--- src/rtl/smpq_pkg.sv ---
`default_nettype none

package smpq_pkg;

  localparam int DATA_W       = 32;
  localparam int PRIO_W       = 16;
  localparam int ENTRY_W      = DATA_W + PRIO_W;
  localparam int CAPACITY_DEF = 16;

  // operation codes carried in s_tuser
  localparam logic FUNC_ENQ = 1'b0;
  localparam logic FUNC_DEQ = 1'b1;

  typedef enum logic [1:0] {
    ST_ENQUEUED = 2'd0,
    ST_DEQUEUED = 2'd1,
    ST_EMPTY    = 2'd2,
    ST_FULL     = 2'd3
  } status_t;

  // controller to datapath
  typedef struct packed {
    logic    load;        // latch the accepted item
    logic    deq_read;    // read the head entry
    logic    deq_done;    // pop the head entry
    logic    scan_start;  // open a hole at the tail, read the entry before it
    logic    shift;       // move the read entry into the hole
    logic    insert;      // write the new entry into the hole
    logic    res_load;    // capture a result
    status_t res_code;
    logic    out_load;    // move the captured result to the output register
  } cmd_t;

  // datapath to controller
  typedef struct packed {
    logic item_deq;
    logic empty;
    logic full;
    logic greater;   // entry just read ranks after the new one
    logic rem_one;   // only one entry is left to compare
    logic out_free;
  } stat_t;

endpackage

`default_nettype wire

--- src/rtl/stable_min_priority_queue_core.sv ---
// empty and full results are captured in S_DECIDE, a dequeue result in S_DEQ_WAIT;
// an enqueue moves each stored entry ranking after the new one up a place in S_SCAN
// (one ram read/write per entry), then inserts the new entry; the queue takes
// one item at a time, and the next input transfer is taken the cycle after the result
// has entered the output register; a result still waiting there does not block it
// reset: rst (synchronous, active high) empties the queue and drops any pending result
`default_nettype none

module stable_min_priority_queue_core #(
  parameter int CAPACITY = smpq_pkg::CAPACITY_DEF
) (
  input  wire logic        clk,
  input  wire logic        rst,
  // input stream
  input  wire logic        s_tvalid,
  output logic             s_tready,
  input  wire logic [47:0] s_tdata,   // [31:0] data_value, [47:32] priority_req
  input  wire logic [0:0]  s_tuser,   // [0] func
  // result stream
  output logic             m_tvalid,
  input  wire logic        m_tready,
  output logic      [47:0] m_tdata,   // [31:0] out_data, [47:32] out_priority
  output logic      [1:0]  m_tuser    // [1:0] status
);

  smpq_pkg::cmd_t    cmd;
  smpq_pkg::stat_t   stat;
  smpq_pkg::status_t out_status;
  logic [smpq_pkg::DATA_W-1:0] out_data;
  logic [smpq_pkg::PRIO_W-1:0] out_prio;

  // sequencer: walks each item through decide, ram scan and result handoff
  smpq_ctrl u_ctrl (
    .clk      (clk),
    .rst      (rst),
    .s_tvalid (s_tvalid),
    .s_tready (s_tready),
    .stat     (stat),
    .cmd      (cmd)
  );

  // sorted circular store in ram, item and result registers
  smpq_datapath #(
    .CAPACITY (CAPACITY)
  ) u_dp (
    .clk        (clk),
    .rst        (rst),
    .in_func    (s_tuser[0]),
    .in_data    (s_tdata[31:0]),
    .in_prio    (s_tdata[47:32]),
    .m_tready   (m_tready),
    .m_tvalid   (m_tvalid),
    .out_status (out_status),
    .out_data   (out_data),
    .out_prio   (out_prio),
    .cmd        (cmd),
    .stat       (stat)
  );

  // pack result fields, data in the low bits
  assign m_tdata = {out_prio, out_data};
  assign m_tuser = out_status;

endmodule

`default_nettype wire

--- src/rtl/smpq_ram.sv ---
`default_nettype none

module smpq_ram #(
  parameter int WIDTH = 8,
  parameter int DEPTH = 16
) (
  input  wire logic                     clk,
  input  wire logic                     we,
  input  wire logic [$clog2(DEPTH)-1:0] waddr,
  input  wire logic [WIDTH-1:0]         wdata,
  input  wire logic [$clog2(DEPTH)-1:0] raddr,
  output logic      [WIDTH-1:0]         rdata
);

  logic [WIDTH-1:0] mem [DEPTH];

  always_ff @(posedge clk) begin
    if (we) begin
      mem[waddr] <= wdata;
    end
    rdata <= mem[raddr];
  end

endmodule

`default_nettype wire

--- src/rtl/smpq_ctrl.sv ---
`default_nettype none

module smpq_ctrl (
  input  wire logic           clk,
  input  wire logic           rst,
  input  wire logic           s_tvalid,
  output logic                s_tready,
  input  wire smpq_pkg::stat_t stat,
  output smpq_pkg::cmd_t      cmd
);

  typedef enum logic [2:0] {
    S_IDLE,
    S_DECIDE,
    S_DEQ_WAIT,
    S_SCAN,
    S_INSERT,
    S_FINISH
  } state_t;

  state_t state;
  state_t state_next;

  assign s_tready = (state == S_IDLE);

  always_comb begin
    cmd        = '0;
    cmd.res_code = smpq_pkg::ST_ENQUEUED;
    state_next = state;
    case (state)
      S_IDLE: begin
        if (s_tvalid) begin
          cmd.load   = 1'b1;
          state_next = S_DECIDE;
        end
      end
      S_DECIDE: begin
        if (stat.item_deq) begin
          if (stat.empty) begin
            cmd.res_load = 1'b1;
            cmd.res_code = smpq_pkg::ST_EMPTY;
            state_next   = S_FINISH;
          end else begin
            cmd.deq_read = 1'b1;
            state_next   = S_DEQ_WAIT;
          end
        end else if (stat.full) begin
          cmd.res_load = 1'b1;
          cmd.res_code = smpq_pkg::ST_FULL;
          state_next   = S_FINISH;
        end else begin
          cmd.scan_start = 1'b1;
          state_next     = stat.empty ? S_INSERT : S_SCAN;
        end
      end
      S_DEQ_WAIT: begin
        cmd.deq_done = 1'b1;
        cmd.res_load = 1'b1;
        cmd.res_code = smpq_pkg::ST_DEQUEUED;
        state_next   = S_FINISH;
      end
      S_SCAN: begin
        if (stat.greater) begin
          cmd.shift  = 1'b1;
          state_next = stat.rem_one ? S_INSERT : S_SCAN;
        end else begin
          cmd.insert   = 1'b1;
          cmd.res_load = 1'b1;
          cmd.res_code = smpq_pkg::ST_ENQUEUED;
          state_next   = S_FINISH;
        end
      end
      S_INSERT: begin
        cmd.insert   = 1'b1;
        cmd.res_load = 1'b1;
        cmd.res_code = smpq_pkg::ST_ENQUEUED;
        state_next   = S_FINISH;
      end
      S_FINISH: begin
        if (stat.out_free) begin
          cmd.out_load = 1'b1;
          state_next   = S_IDLE;
        end
      end
      default: begin
        state_next = S_IDLE;
      end
    endcase
  end

  always_ff @(posedge clk) begin
    if (rst) begin
      state <= S_IDLE;
    end else begin
      state <= state_next;
    end
  end

endmodule

`default_nettype wire

--- src/rtl/smpq_datapath.sv ---
`default_nettype none

module smpq_datapath #(
  parameter int CAPACITY = smpq_pkg::CAPACITY_DEF
) (
  input  wire logic                          clk,
  input  wire logic                          rst,
  input  wire logic                          in_func,
  input  wire logic [smpq_pkg::DATA_W-1:0]   in_data,
  input  wire logic [smpq_pkg::PRIO_W-1:0]   in_prio,
  input  wire logic                          m_tready,
  output logic                               m_tvalid,
  output smpq_pkg::status_t                  out_status,
  output logic      [smpq_pkg::DATA_W-1:0]   out_data,
  output logic      [smpq_pkg::PRIO_W-1:0]   out_prio,
  input  wire smpq_pkg::cmd_t                cmd,
  output smpq_pkg::stat_t                    stat
);

  localparam int AW = $clog2(CAPACITY);
  localparam int CW = $clog2(CAPACITY + 1);
  localparam int EW = smpq_pkg::ENTRY_W;
  localparam int DW = smpq_pkg::DATA_W;
  localparam int PW = smpq_pkg::PRIO_W;

  // circular sorted store: head holds the lowest priority
  logic [AW-1:0] head;
  logic [CW-1:0] count;
  logic [AW-1:0] pos;     // physical index of the hole
  logic [CW-1:0] rem;     // entries still to compare

  logic          item_func;
  logic [DW-1:0] item_data;
  logic [PW-1:0] item_prio;

  smpq_pkg::status_t res_code;
  logic [DW-1:0]     res_data;
  logic [PW-1:0]     res_prio;

  logic [CW:0]   tail_sum;
  logic [AW-1:0] tail;
  logic [AW-1:0] tail_m1;
  logic [AW-1:0] pos_m1;
  logic [AW-1:0] pos_m2;
  logic [AW-1:0] head_p1;

  logic          ram_we;
  logic [AW-1:0] ram_waddr;
  logic [EW-1:0] ram_wdata;
  logic [AW-1:0] ram_raddr;
  logic [EW-1:0] ram_rdata;

  function automatic logic [AW-1:0] dec_wrap(input logic [AW-1:0] x);
    return (x == '0) ? AW'(CAPACITY - 1) : x - 1'b1;
  endfunction

  function automatic logic [AW-1:0] inc_wrap(input logic [AW-1:0] x);
    return (x == AW'(CAPACITY - 1)) ? '0 : x + 1'b1;
  endfunction

  assign tail_sum = (CW + 1)'(head) + (CW + 1)'(count);
  assign tail     = (tail_sum >= (CW + 1)'(CAPACITY))
                  ? AW'(tail_sum - (CW + 1)'(CAPACITY)) : tail_sum[AW-1:0];
  assign tail_m1  = dec_wrap(tail);
  assign pos_m1   = dec_wrap(pos);
  assign pos_m2   = dec_wrap(pos_m1);
  assign head_p1  = inc_wrap(head);

  always_comb begin
    ram_raddr = head;
    if (cmd.scan_start) begin
      ram_raddr = tail_m1;
    end else if (cmd.shift) begin
      ram_raddr = pos_m2;
    end
  end

  assign ram_we    = cmd.shift | cmd.insert;
  assign ram_waddr = pos;
  assign ram_wdata = cmd.shift ? ram_rdata : {item_prio, item_data};

  smpq_ram #(
    .WIDTH (EW),
    .DEPTH (CAPACITY)
  ) u_ram (
    .clk   (clk),
    .we    (ram_we),
    .waddr (ram_waddr),
    .wdata (ram_wdata),
    .raddr (ram_raddr),
    .rdata (ram_rdata)
  );

  assign stat.item_deq = (item_func == smpq_pkg::FUNC_DEQ);
  assign stat.empty    = (count == '0);
  assign stat.full     = (count == CW'(CAPACITY));
  assign stat.greater  = $signed(ram_rdata[EW-1:DW]) > $signed(item_prio);
  assign stat.rem_one  = (rem == CW'(1));
  assign stat.out_free = !m_tvalid || m_tready;

  always_ff @(posedge clk) begin
    if (cmd.load) begin
      item_func <= in_func;
      item_data <= in_data;
      item_prio <= in_prio;
    end
    if (cmd.scan_start) begin
      pos <= tail;
      rem <= count;
    end else if (cmd.shift) begin
      pos <= pos_m1;
      rem <= rem - 1'b1;
    end
    if (cmd.res_load) begin
      res_code <= cmd.res_code;
      if (cmd.res_code == smpq_pkg::ST_DEQUEUED) begin
        res_data <= ram_rdata[DW-1:0];
        res_prio <= ram_rdata[EW-1:DW];
      end else begin
        res_data <= '0;
        res_prio <= '0;
      end
    end
    if (cmd.out_load) begin
      out_status <= res_code;
      out_data   <= res_data;
      out_prio   <= res_prio;
    end
  end

  always_ff @(posedge clk) begin
    if (rst) begin
      head     <= '0;
      count    <= '0;
      m_tvalid <= 1'b0;
    end else begin
      if (cmd.deq_done) begin
        head  <= head_p1;
        count <= count - 1'b1;
      end else if (cmd.insert) begin
        count <= count + 1'b1;
      end
      if (cmd.out_load) begin
        m_tvalid <= 1'b1;
      end else if (m_tready) begin
        m_tvalid <= 1'b0;
      end
    end
  end

endmodule

`default_nettype wire
--- config.mk ---
export PLATFORM = sky130hd
export DESIGN_NAME = stable_min_priority_queue_core
export DESIGN_NICKNAME = d
export VERILOG_FILES = /design/src/rtl/smpq_pkg.sv /design/src/rtl/stable_min_priority_queue_core.sv /design/src/rtl/smpq_ram.sv /design/src/rtl/smpq_ctrl.sv /design/src/rtl/smpq_datapath.sv
export SDC_FILE = /design/constraint.sdc
export NUM_CORES = 1
export LEC_CHECK = 0
export ABC_AREA = 1
export BUFFER_PORTS_ARGS = -buffer_cell sky130_fd_sc_hd__clkbuf_2
export CORE_ASPECT_RATIO = 2
export CORE_MARGIN = 4
export CORE_UTILIZATION = 50
export CTS_BUF_LIST = sky130_fd_sc_hd__clkbuf_8
export CTS_CLUSTER_DIAMETER = 200
export CTS_CLUSTER_SIZE = 8
export DETAILED_ROUTE_END_ITERATION = 7
export GPL_TIMING_DRIVEN = 0
export PLACE_DENSITY = 0.72
export SYNTH_ARGS = -nofsm -noshare
export SYNTH_HDL_FRONTEND = slang
export SYNTH_SLANG_ARGS = --single-unit
--- constraint.sdc ---
create_clock -name clk -period 5.67 [get_ports clk]
set_input_delay 0.2835 -clock clk [delete_from_list [all_inputs] [get_ports clk]]
set_output_delay 0.2835 -clock clk [all_outputs]
set_load 0.1 [all_outputs]
[Word-level counts from Yosys, hierarchy flattened]
Memory sizes are Yosys's and may differ from the RTL's. A register that Yosys moved wholly into a read port is not among the register bits.
Cells that the tools add are included.
Storage, ports and cells
  bits in registers: 171
  bits in writable memories: 768
  logic and storage cells: 94
  memories kept: 1
Memory list
  u_dp.u_ram.mem: depth 16, width 48, read ports 1, clocked after memory_dff 1, write ports 1, line smpq_ram.sv:15  | logic [WIDTH-1:0] mem [DEPTH];
Operators by class
  add/subtract/negate cells: 9
  order comparisons: 2
  equality and inequality tests: 11
  mux-type cells: 43
  bitwise logic cells: 1
  reductions and logical operators: 12
Operators with widths (count)
  $mux 48: 1
  $mux 4: 10
  $mux 3: 11
  $mux 5: 4
  $gt 16x16->1: 1
  $sub 4x1->4 const B: 4
  $pmux 3 s5: 1
  $mux 1: 14
  $logic_not 4->1: 3
  $pmux 3 s4: 1
  $sub 5x1->5 const B: 2
  $add 4x5->6: 1
  $eq 3x2->1 const B: 2
  $eq 3x3->1 const B: 2
  $ge 6x5->1 const B: 1
  $reduce_bool 2->1: 3
  $add 5x1->5 const B: 1
  $eq 5x1->1 const B: 1
  $eq 5x5->1 const B: 1
  $logic_not 5->1: 1
  $add 4x1->4 const B: 1
  $eq 4x4->1 const B: 1
  $ne 2x2->1 const B: 2
  $eq 3x1->1 const B: 1
  other kinds (8): 8

[Longest topological paths before layout]
Gate-level depths: netlist of the first run.
  word-level depth: 6
  gate-level depth with buffers: 25

[Cells and area by module]
From an unflattened synthesis of the first run, not the netlist that was laid out.
Unflattened totals
  cell total of the unflattened synthesis: 3854
  area total of the unflattened synthesis: 41497.3 µm²
Modules (own cells, without submodules)
  smpq_ram: instances 1, cells each 3165, area each 33988.8 µm², sequential area each 24023.0 µm²
  smpq_datapath: instances 1, cells each 631, area each 7203.2 µm², sequential area each 4944.7 µm²
  smpq_ctrl: instances 1, cells each 58, area each 305.3 µm², sequential area each 60.1 µm²

[Least setup slack after synthesis of the first run]
Ideal clock, no wire load.
  kind: register to register
  start: register u_ctrl.state[1]
  end: register u_dp.item_data[0], enable pin
  data arrival time: 3.849 ns
  required time: 5.154 ns
  path slack: 1.305 ns
  cell stages (with the launch flop): 4
  buffers on the path: 0
  period minus slack after synthesis: 4.365 ns
  cell sequence: dfxtp_1 > nor2_1 > inv_1 > nor3_1
RTL lines
  from (decl): line smpq_ctrl.sv:21  | state_t state;
  from (signal assigned): line smpq_ctrl.sv:95  | state <= state_next;
  to (signal assigned): line smpq_datapath.sv:104  | item_data <= in_data;
  to (decl): line smpq_datapath.sv:33  | logic [DW-1:0] item_data;

[Worst setup path after layout of the first run]
  start: register u_dp.item_prio[15]
  end: memory u_dp.u_ram.mem[1][12] (netlist bit), data pin
On the way
  longest elaborated chain between the ends: 4
Ends and longest elaborated chain
  from (decl): line smpq_datapath.sv:34  | logic [PW-1:0] item_prio;
  from (signal assigned): line smpq_datapath.sv:105  | item_prio <= in_prio;
  $gt 16x16->1: line smpq_datapath.sv:97  | assign stat.greater = $signed(ram_rdata[EW-1:DW]) > $signed(item_prio);
  $mux 1: line smpq_ctrl.sv:63  | if (stat.greater) begin
  $mux 1: line smpq_ctrl.sv:30  | case (state)
  $mux 48: line smpq_datapath.sv:80  | assign ram_wdata = cmd.shift ? ram_rdata : {item_prio, item_data};
  via u_dp.ram_wdata[12]: line smpq_datapath.sv:49  | logic [EW-1:0] ram_wdata;
  to (decl): line smpq_ram.sv:15
The timed path passes the listed nets, and every way through them passes these cells.

==> results.md, run 1 <==
- The worst slew margin relative to its limit is approximately 4.5%.
- In the synthesized netlist, mux cells make up 0% of the area.
- The final critical path takes up roughly 82% of the cycle.
- Synthesis inferred 987 register bits.
- The worst hold path begins at s_tdata[32].
- After the flow finishes, the layout carries non-filler instances totaling ~5300.
- After clock tree synthesis, the clock-pin slew on the worst setup and hold paths is approximately 0.060 ns.
- For this run, design rule violations remaining after detail routing come to 0.
- The number of global-route vias before repair is 30000.
- The total core area is 82800 um2.
- The count of filler cells inserted in the layout is just under 7000.
- The post-route worst setup slack is 1.01 ns.
- Entering global routing, the biggest net connects 51 pins.
- The slowest stage of the critical path is the sky130_fd_sc_hd__clkbuf_1 cell.
- The number of buffers and inverters on the critical path is 4.
- The cell area after technology mapping is 41900 um2.
- The count of nets after finishing is between 4000 and 5000.
- For this run, the top clock speed supported by timing is 214 MHz.
- The number of nets produced by synthesis is 3842.
- The area overhead of the layout relative to synthesis is 14.2%.
- The placed cell count is approximately 5000.
- The cell count of the worst hold path is 2.
- The hold path endpoint is u_dp.item_prio[0].
- The smallest clock period supported by the final layout is computed as about 4.7 ns.
- The critical path goes through inv_1 > ha_1 > nand2_1 > o21ai_1 > a21oi_1 > nand3_1 > nand4_2 > buf_6 > clkbuf_1 > clkbuf_1 > nand2_1 > o21ai_1.
- The post-synthesis xor/xnor area fraction is less than 1%.
- The number of hold violations in the final report is 0.
- Port buffering added about 100 buffers.
- The number of buffers added by the clock tree synthesis step is between 100 and 150.
- The wire length of the first global-routing pass is 178 mm.
- In this run the clock root is driven by a sky130_fd_sc_hd__clkbuf_8.
- The clock latency reported for the late side of the worst-skew pair is a little over 0.8 ns.
- In the synthesized netlist, the number of instances is ~3800.
- The top-level port count is approximately 110.
- By area the synthesized netlist is led by sky130_fd_sc_hd__edfxtp_1 (66%), sky130_fd_sc_hd__nand3_1 (11%), sky130_fd_sc_hd__nand2_1 (6.5%).
- The deepest clock path buffer count is 3.
- The H-tree was split into 4 levels.
- The sum of overflow across all layers after global routing is 0.
- The mean routed wirelength per cell is roughly 23 um.
- The critical path capture point type is a flip-flop.
- Routability-driven placement finished with a final weighted congestion of ~0.95.
- The sort of element at the start of the critical path is a flip-flop.
- The share of cells above drive strength 1 is 13.1%.
- The via count normalized by instance count is between 5 and 6.
- The cell family with the largest share of critical-path delay is buffers and inverters.
- The share of synthesized area in the top cell type comes to approximately 66%.
- The endpoint arrival time on the critical path is about 5.1 ns.
- The capturing point of the worst reg2reg path is u_dp.u_ram.mem[1][12].
- The worst reg2reg path depth is 12.
- The initial utilization of the core area, before any placement, comes to around half.
- The die height is roughly 420 um.
- Of the total synthesized cell area, the portion taken by full adders, half adders and majority gates is between 1 and 1.5%.
- The number of core rows is roughly 150.
- The floorplan step set the die width to 213 um.
- The number of distinct library cells after synthesis is 38.
- The worst endpoint required time is 6.09 ns.
- The setup check on the worst reg-to-reg path leaves a slack of between 1 and 1.5 ns.
- Setup violations remaining at the end of the flow were counted as 0.
- Prior to clock tree synthesis, the placed netlist has a worst setup slack of around 1.2 ns.
- The floorplan step defined a die boundary enclosing approximately 89000 um2.
- Clock skew on the completed layout was measured at ~0.042 ns.
- The number of pins with negative max-slew slack in the final report was 0.
- Setup repair after global routing left no endpoint under its margin.
- The tool flagged a number of max-cap violations equal to 0.
- The highest ir drop seen on vdd is slightly below 600 uV.
- In the global route stage, overall resource usage came out at ~27%.
- Wires add up to about 120 mm.
- The initial antenna violation count is 3.
- The sequential element share of the synthesized area is between 60% and 70%.
- The total of warnings raised by yosys is 0.
- After synthesis, the largest family of logic cells by area is simple AND/OR/NAND/NOR gates.
- The cell type with the highest aggregate area in the netlist is sky130_fd_sc_hd__edfxtp_1.
- The path class of the tightest hold or removal check is input pin to flip-flop.
- The post-synthesis share of cell area spent on and, or, nand and nor gates is 20.0%.
- The slew of the pin with the lowest slew margin is between 1 and 1.5 ns.
- The detailed router's first-iteration violation count is between 3000 and 4000.
- The critical path's largest stage delay is between 0.8 and 0.9 ns.
- The flow ran to the end, and the final reports show no timing, DRC or antenna violations.
- The detailed-route via count is around 30000.
- The first detailed-routing pass took 6 iterations.
- The startpoint-to-endpoint class of the critical path is flip-flop to flip-flop.
- Summing the areas of all compound-gate instances in the mapped netlist gives 1.22% of the synthesized area.
- The detailed placement HPWL is 85.0 mm.
- The number of clock sinks is roughly 990.
- The number of routed nets with antenna violations is 0.
- Summed over all cells, the static leakage comes to roughly 20 nW.
- The post-synthesis average cell area is about 11 um2.
- For this design the ratio of total power to cell area is about 470 nW/um2.
- In this run the critical register-to-register path is launched from u_dp.item_prio[15].
- TritonCTS built the clock tree.
- The maximum fanout encountered on the critical timing path is 16.
==> placed cells by master (no fill, tap or decap), drive strengths merged, types with 22 or more instances in the layout <==
| master | count |
|---|---|
| ha | 32 |
| edfxtp | 926 |
| nand2 | 736 |
| o21ai | 73 |
| clkbuf | 274 |
| a21oi | 22 |
| buf | 264 |
| dlygate4sd3 | 53 |
| nand3b | 97 |
| dfxtp | 61 |
| nor2 | 88 |
| inv | 674 |
| nand3 | 883 |
==> where the power goes <==
part	internal [mW]	switching, mW	leakage [nW]	total [mW]
Clock	2.35	2.70	1.49	5.05
Sequential	9.29	0.265	8.90	9.55
Combinational	2.16	5.90	9.66	8.06
Total	13.8	8.87	20.0	22.7
==> state kept, by name (all words and copies together) (netlist names) <==
name	count
u_dp.m_tvalid	1
u_dp.res_data	32
u_dp.res_code	2
u_dp.item_data	32
u_dp.item_func	1
u_dp.head	4
u_dp.u_ram.mem	768
u_dp.out_prio	16
u_ctrl.state	3
u_dp.out_data	32
u_dp.rem	5
u_dp.res_prio	16
u_dp.count	5
u_dp.out_status	2
u_dp.u_ram.rdata	48
u_dp.item_prio	16
u_dp.pos	4
==> metrics by stage <==
stage | instance area [um2] | utilization (%) | TNS [ns] | total power [mW] | hold WS [ns]
2_1_floorplan | 41900 | - | 0 | 14.5 | 0.353
3_3_place_gp | 43700 | 52.8 | -613.19 | 17.2 | 0.400
3_5_place_dp | 44900 | 54.2 | 0 | 17.5 | 0.405
4_1_cts | 47800 | 57.7 | 0 | 22.6 | 0.146
5_1_grt | 47800 | 57.8 | 0 | 23.6 | 0.185
6_report | 47800 | 57.8 | 0 | 22.7 | 0.204
==> routing by layer <==
layer | GRT usage, % | part of all wire [%] | vias to the layer above
met5 | 0 | 0.011 | -
met4 | 21.3 | 9.2 | 2
met3 | 4.54 | 7.2 | 571
met2 | 48.2 | 52 | 1643
met1 | 28.1 | 32 | 14100
li1 | - | - | 13400
==> how the worst max path moves through the flow <==
stage,start,end,slack [ns],cells past startpoint
finish,u_dp.item_prio[15],u_dp.u_ram.mem[1][12],1.01,12
detailed placement,u_dp.item_prio[13],u_dp.u_ram.mem[11][14],1.16,12
global placement,u_ctrl.state[1],u_dp.item_data[6],-1.80,3
floorplan,u_ctrl.state[1],u_dp.item_data[0],1.31,3
CTS,u_dp.item_prio[13],u_dp.u_ram.mem[11][14],1.07,12
global route,u_dp.item_prio[15],u_dp.u_ram.mem[12][12],0.80,12
==> Yosys cell counts, drive strengths merged <==
cell type,instances
o22ai,1
dfxtp,61
edfxtp,926
a21oi,22
xor2,6
nand2,736
nor3,7
nand3b,97
o211ai,1
o31ai,1
xnor2,7
inv,589
a211oi,1
buf,189
o21ai,73
ha,32
or2,2
fa,2
a21o,1
clkbuf,26
nand4,3
nor2,88
nand3,883
nor4,1
==> cell families (layout without fill, tap and decap cells) <==
logic type,count (synthesis),count (layout)
AOI/OAI and AO/OA,100,100
xor gates and xnor gates,13,13
adders and majority gates,34,34
buffers and inverters,804,1272
DFF,987,987
other,0,5
and+or+nand+nor,1817,1817
==> area by class of cell <==
class	count	area, um2	area share, %
Antenna cell	5	12.5	0.0262
Buffer	215	1190	2.50
Clock buffer	144	1980	4.14
Clock inverter	92	409	0.856
Inverter	589	2210	4.63
Multi-Input combinational cell	1964	9600	20.1
Sequential cell	987	29000	60.7
Tap cell	1057	1320	2.77
Timing Repair Buffer	232	2060	4.31
==> worst reg2reg max path: cells and delay by family, from the launching register on <==
| family | cells | cell delay, ns |
|---|---|---|
| adders and majority gates | 1 | 0.37 |
| DFF | 1 | 0.37 |
| AOI/OAI and AO/OA | 3 | 1.06 |
| and+or+nand+nor | 4 | 0.70 |
| buffers and inverters | 4 | 1.78 |
==> repair_timing <==
action,CTS,global route
endpoints found under the setup margin,0,0
hold buffers,53,0
buffers inserted,0,0
gates resized for setup,0,0
endpoints found under the hold margin,60,0
Power figures use the tool's default switching activity.
==> run 2, diff against run 1 <==
Clock period 5.67 ns to 4.3 ns, I/O delays scaled along.
==> results.md, run 2 (same netlist as run 1, synthesis figures left out) <==
- The flow ran to the end, and the final reports show no timing, DRC or antenna violations.
- The total setup violations reported at the end of the flow is 0 (unchanged).
- The critical path capture point type is a flip-flop.
- The die area came to 88800 um2 (unchanged).
- The number of buffers added by the clock tree synthesis step came to 141 (unchanged).
- The count of filler cells inserted in the layout was 6773 (+0.37%).
- The initial antenna violation count is 6 (+3).
- The via count normalized by instance count was 5.61 (-0.26%).
- The worst hold slack is 0.118 ns (-0.0862 ns).
- The number of global-route vias before repair is 30300 (+0.99%).
- The global placement routability congestion is 0.928 (-2.0%).
- The quantity of I/O buffers inserted on ports is 104 (unchanged).
- The worst-case register-to-register setup slack is 0.03 ns (-0.98 ns).
- The mean routed wirelength per cell is 23.1 um (+0.36%).
- The hold path endpoint is u_dp.item_prio[4].
- The sort of element at the start of the critical path is a flip-flop.
- The highest ir drop seen on vdd came to 632 uV (+6.0%).
- The start of the worst register-to-register path is u_dp.item_prio[15].
- The top-level port count is 105 (unchanged).
- The class of the worst hold path is input pin to flip-flop.
- The maximum fanout encountered on the critical timing path came to 16 (unchanged).
- The die width was 213 um (unchanged).
- The aggregate routed wire length came to 122 mm (+0.45%).
- The deepest clock path buffer count is 3 (unchanged).
- The count of unresolved DRC violations after routing was 0 (unchanged).
- The final instance area is 47900 um2 (about the same).
- The final clock period utilization by the worst path was 99.4% (+17 points).
- The total area of sequential cells is 29000 um2 (unchanged).
- The worst slack at placement is -0.323 ns (-1.48 ns).
- The detailed-routing iteration count for the pre-antenna-repair pass came to 7 (+1).
- The clock slew at the register clock pins of the worst setup and hold paths was 0.06 ns (about the same).
- The clock period minus final worst setup slack came to 4.27 ns (-0.390 ns).
- The cell count of the worst hold path is 2 (unchanged).
- The all-layer global routing usage is 27.4% (+0.20 points).
- The share of cells above drive strength 1 is 13.2% (+0.076 points).
- The H-tree depth is 4 (unchanged).
- The largest net degree at the start of global routing is 51 (unchanged).
- The worst endpoint required time is 4.75 ns (-1.34 ns).
- The total power draw is 29.9 mW (+32%).
- The sum of overflow across all layers after global routing is 0 (unchanged).
- The number of pins with negative max-slew slack in the final report is 0 (unchanged).
- The worst clock skew was 0.0449 ns (+0.00329 ns).
- The upper clock frequency limit is 234 MHz (+9.1%).
- The TritonCTS clock tree is yes.
- The detailed placement HPWL is 84.8 mm (-0.18%).
- The number of routed nets with antenna violations is 0 (unchanged).
- The starting utilization of the core area was 50.6% (unchanged).
- In the final layout, the registers with the most flip-flops are u_dp.u_ram.mem x768, u_dp.u_ram.rdata x48.
- The number of hold violations in the final report is 0 (unchanged).
- The clock latency reported for the late side of the worst-skew pair was 0.81 ns (about the same).
- The power density relative to cell area came to 625 nW/um2 (+32%).
- The commonest non-fill, non-tap cell in the layout is sky130_fd_sc_hd__edfxtp_1.
- The library cells used most frequently in the layout, excluding fill and tap cells, are sky130_fd_sc_hd__edfxtp_1 (926), sky130_fd_sc_hd__nand3_1 (881), sky130_fd_sc_hd__nand2_1 (728).
- The capturing point of the worst reg2reg path is u_dp.u_ram.mem[7][39].
- The CTS root buffer is sky130_fd_sc_hd__clkbuf_8.
- The count of buffers added by post-CTS timing repair for setup was 0 (unchanged).
- The detailed-route via count is 29700 (-0.16%).
- The detailed router's first-iteration violation count is 3564 (+10%).
- The endpoint arrival time on the critical path was 4.73 ns (-0.35 ns).
- The die height is 417 um (unchanged).
- The worst hold path begins at s_tdata[36].
- The static leakage came to 20.1 nW (+0.26%).
- Setup repair after global routing could not meet its margin everywhere.
- The post-route worst setup slack is 0.0263 ns (-0.980 ns).
- The area used by multi-input combinational logic is 9630 um2 (+0.31%).
- The slew of the pin with the lowest slew margin is 1.21 ns (-0.215 ns).
- The startpoint-to-endpoint class of the critical path is flip-flop to flip-flop.
- The wire length of the first global-routing pass is 179 mm (+0.60%).
- The flip-flop count of the largest register, all copies and words added came to 768 (unchanged).
- The number of core rows is 149 (unchanged).
- The area overhead of the layout relative to synthesis is 14.2% (about the same).
- More flip-flops sit in one register than any other, and that register is u_dp.u_ram.mem.
- The number of clock sinks is 987 (unchanged).
- The worst reg2reg path depth is 12 (unchanged).
- The total core area came to 82800 um2 (unchanged).
- The count of nets after finishing was 4215 (-0.047%).
- The number of maximum-capacitance constraint violations is 0 (unchanged).
- The worst slew margin relative to its limit is 19.5% (+15 points).
- The post-placement cell area is 44900 um2 (about the same).
- The core utilization of the finished layout is 57.8% (about the same).
==> run 2: worst max-delay path by stage <==
stage	from	to	slack, ns
after detailed placement	u_dp.item_prio[15]	u_dp.u_ram.mem[15][13]	-0.32
after floorplan	u_ctrl.state[0]	u_dp.u_ram.mem[0][0]	0.77
after global placement	u_ctrl.state[0]	u_dp.u_ram.mem[10][47]	-2.46
final	u_dp.item_prio[15]	u_dp.u_ram.mem[7][39]	0.03
after CTS	u_dp.item_prio[15]	u_dp.u_ram.mem[13][13]	0.01
after global routing	u_dp.item_prio[15]	u_dp.u_ram.mem[11][31]	-0.001
==> run 2: where the power goes <==
group          internal [mW]  switching (mW)
clock                   3.10            3.59
combinational           2.86            7.77
sequential              12.2           0.352
==> run 2: worst max-delay path, stage by stage, from the launching register on <==
cell and delay, ns:
sky130_fd_sc_hd__edfxtp_1 0.38, sky130_fd_sc_hd__inv_1 0.06, sky130_fd_sc_hd__ha_1 0.39, sky130_fd_sc_hd__nand2_1 0.17
sky130_fd_sc_hd__o21ai_1 0.09, sky130_fd_sc_hd__a21oi_1 0.44, sky130_fd_sc_hd__nand3_1 0.20, sky130_fd_sc_hd__nand4_2 0.26
sky130_fd_sc_hd__buf_6 0.25, sky130_fd_sc_hd__clkbuf_2 0.47, sky130_fd_sc_hd__clkbuf_1 0.51, sky130_fd_sc_hd__nand2_1 0.12
sky130_fd_sc_hd__o21ai_1 0.58
==> run 2: area by class of cell <==
| cell class | count | share of cell area, % |
|---|---|---|
| repair buffers | 230 | 4.26 |
| plain buffers | 215 | 2.52 |
| flip-flops and latches | 987 | 60.7 |
| clock buffers | 143 | 4.11 |
| well taps | 1057 | 2.76 |
| clock inverters | 101 | 0.925 |
| inverters | 589 | 4.62 |
| multi-input cells | 1964 | 20.1 |
| diodes | 4 | 0.0209 |
==> run 2: stage by stage <==
step | instances | TNS, ns
CTS | 5286 | 0
detailed placement | 4989 | -30.93
finish | 5290 | 0
floorplan | 3755 | 0
global route | 5287 | -0.00141
global placement | 4916 | -1917.27
==> run 2: timing repair <==
action | 4_1_cts | 5_1_grt
setup endpoints to repair | 307 | 68
gates resized for setup | 1 | 10
hold endpoints to repair | 66 | 0
gates cloned | 0 | 0
hold buffers | 53 | 0
==> run 2: routing by layer <==
layer,global-route usage (%),share of wire (%),vias to the layer above
met1,27.5,31,14000
li1,-,-,13400
met2,48.4,52,1632
met3,5.50,7.7,565
met4,21.9,9.1,2
met5,0,0.013,-
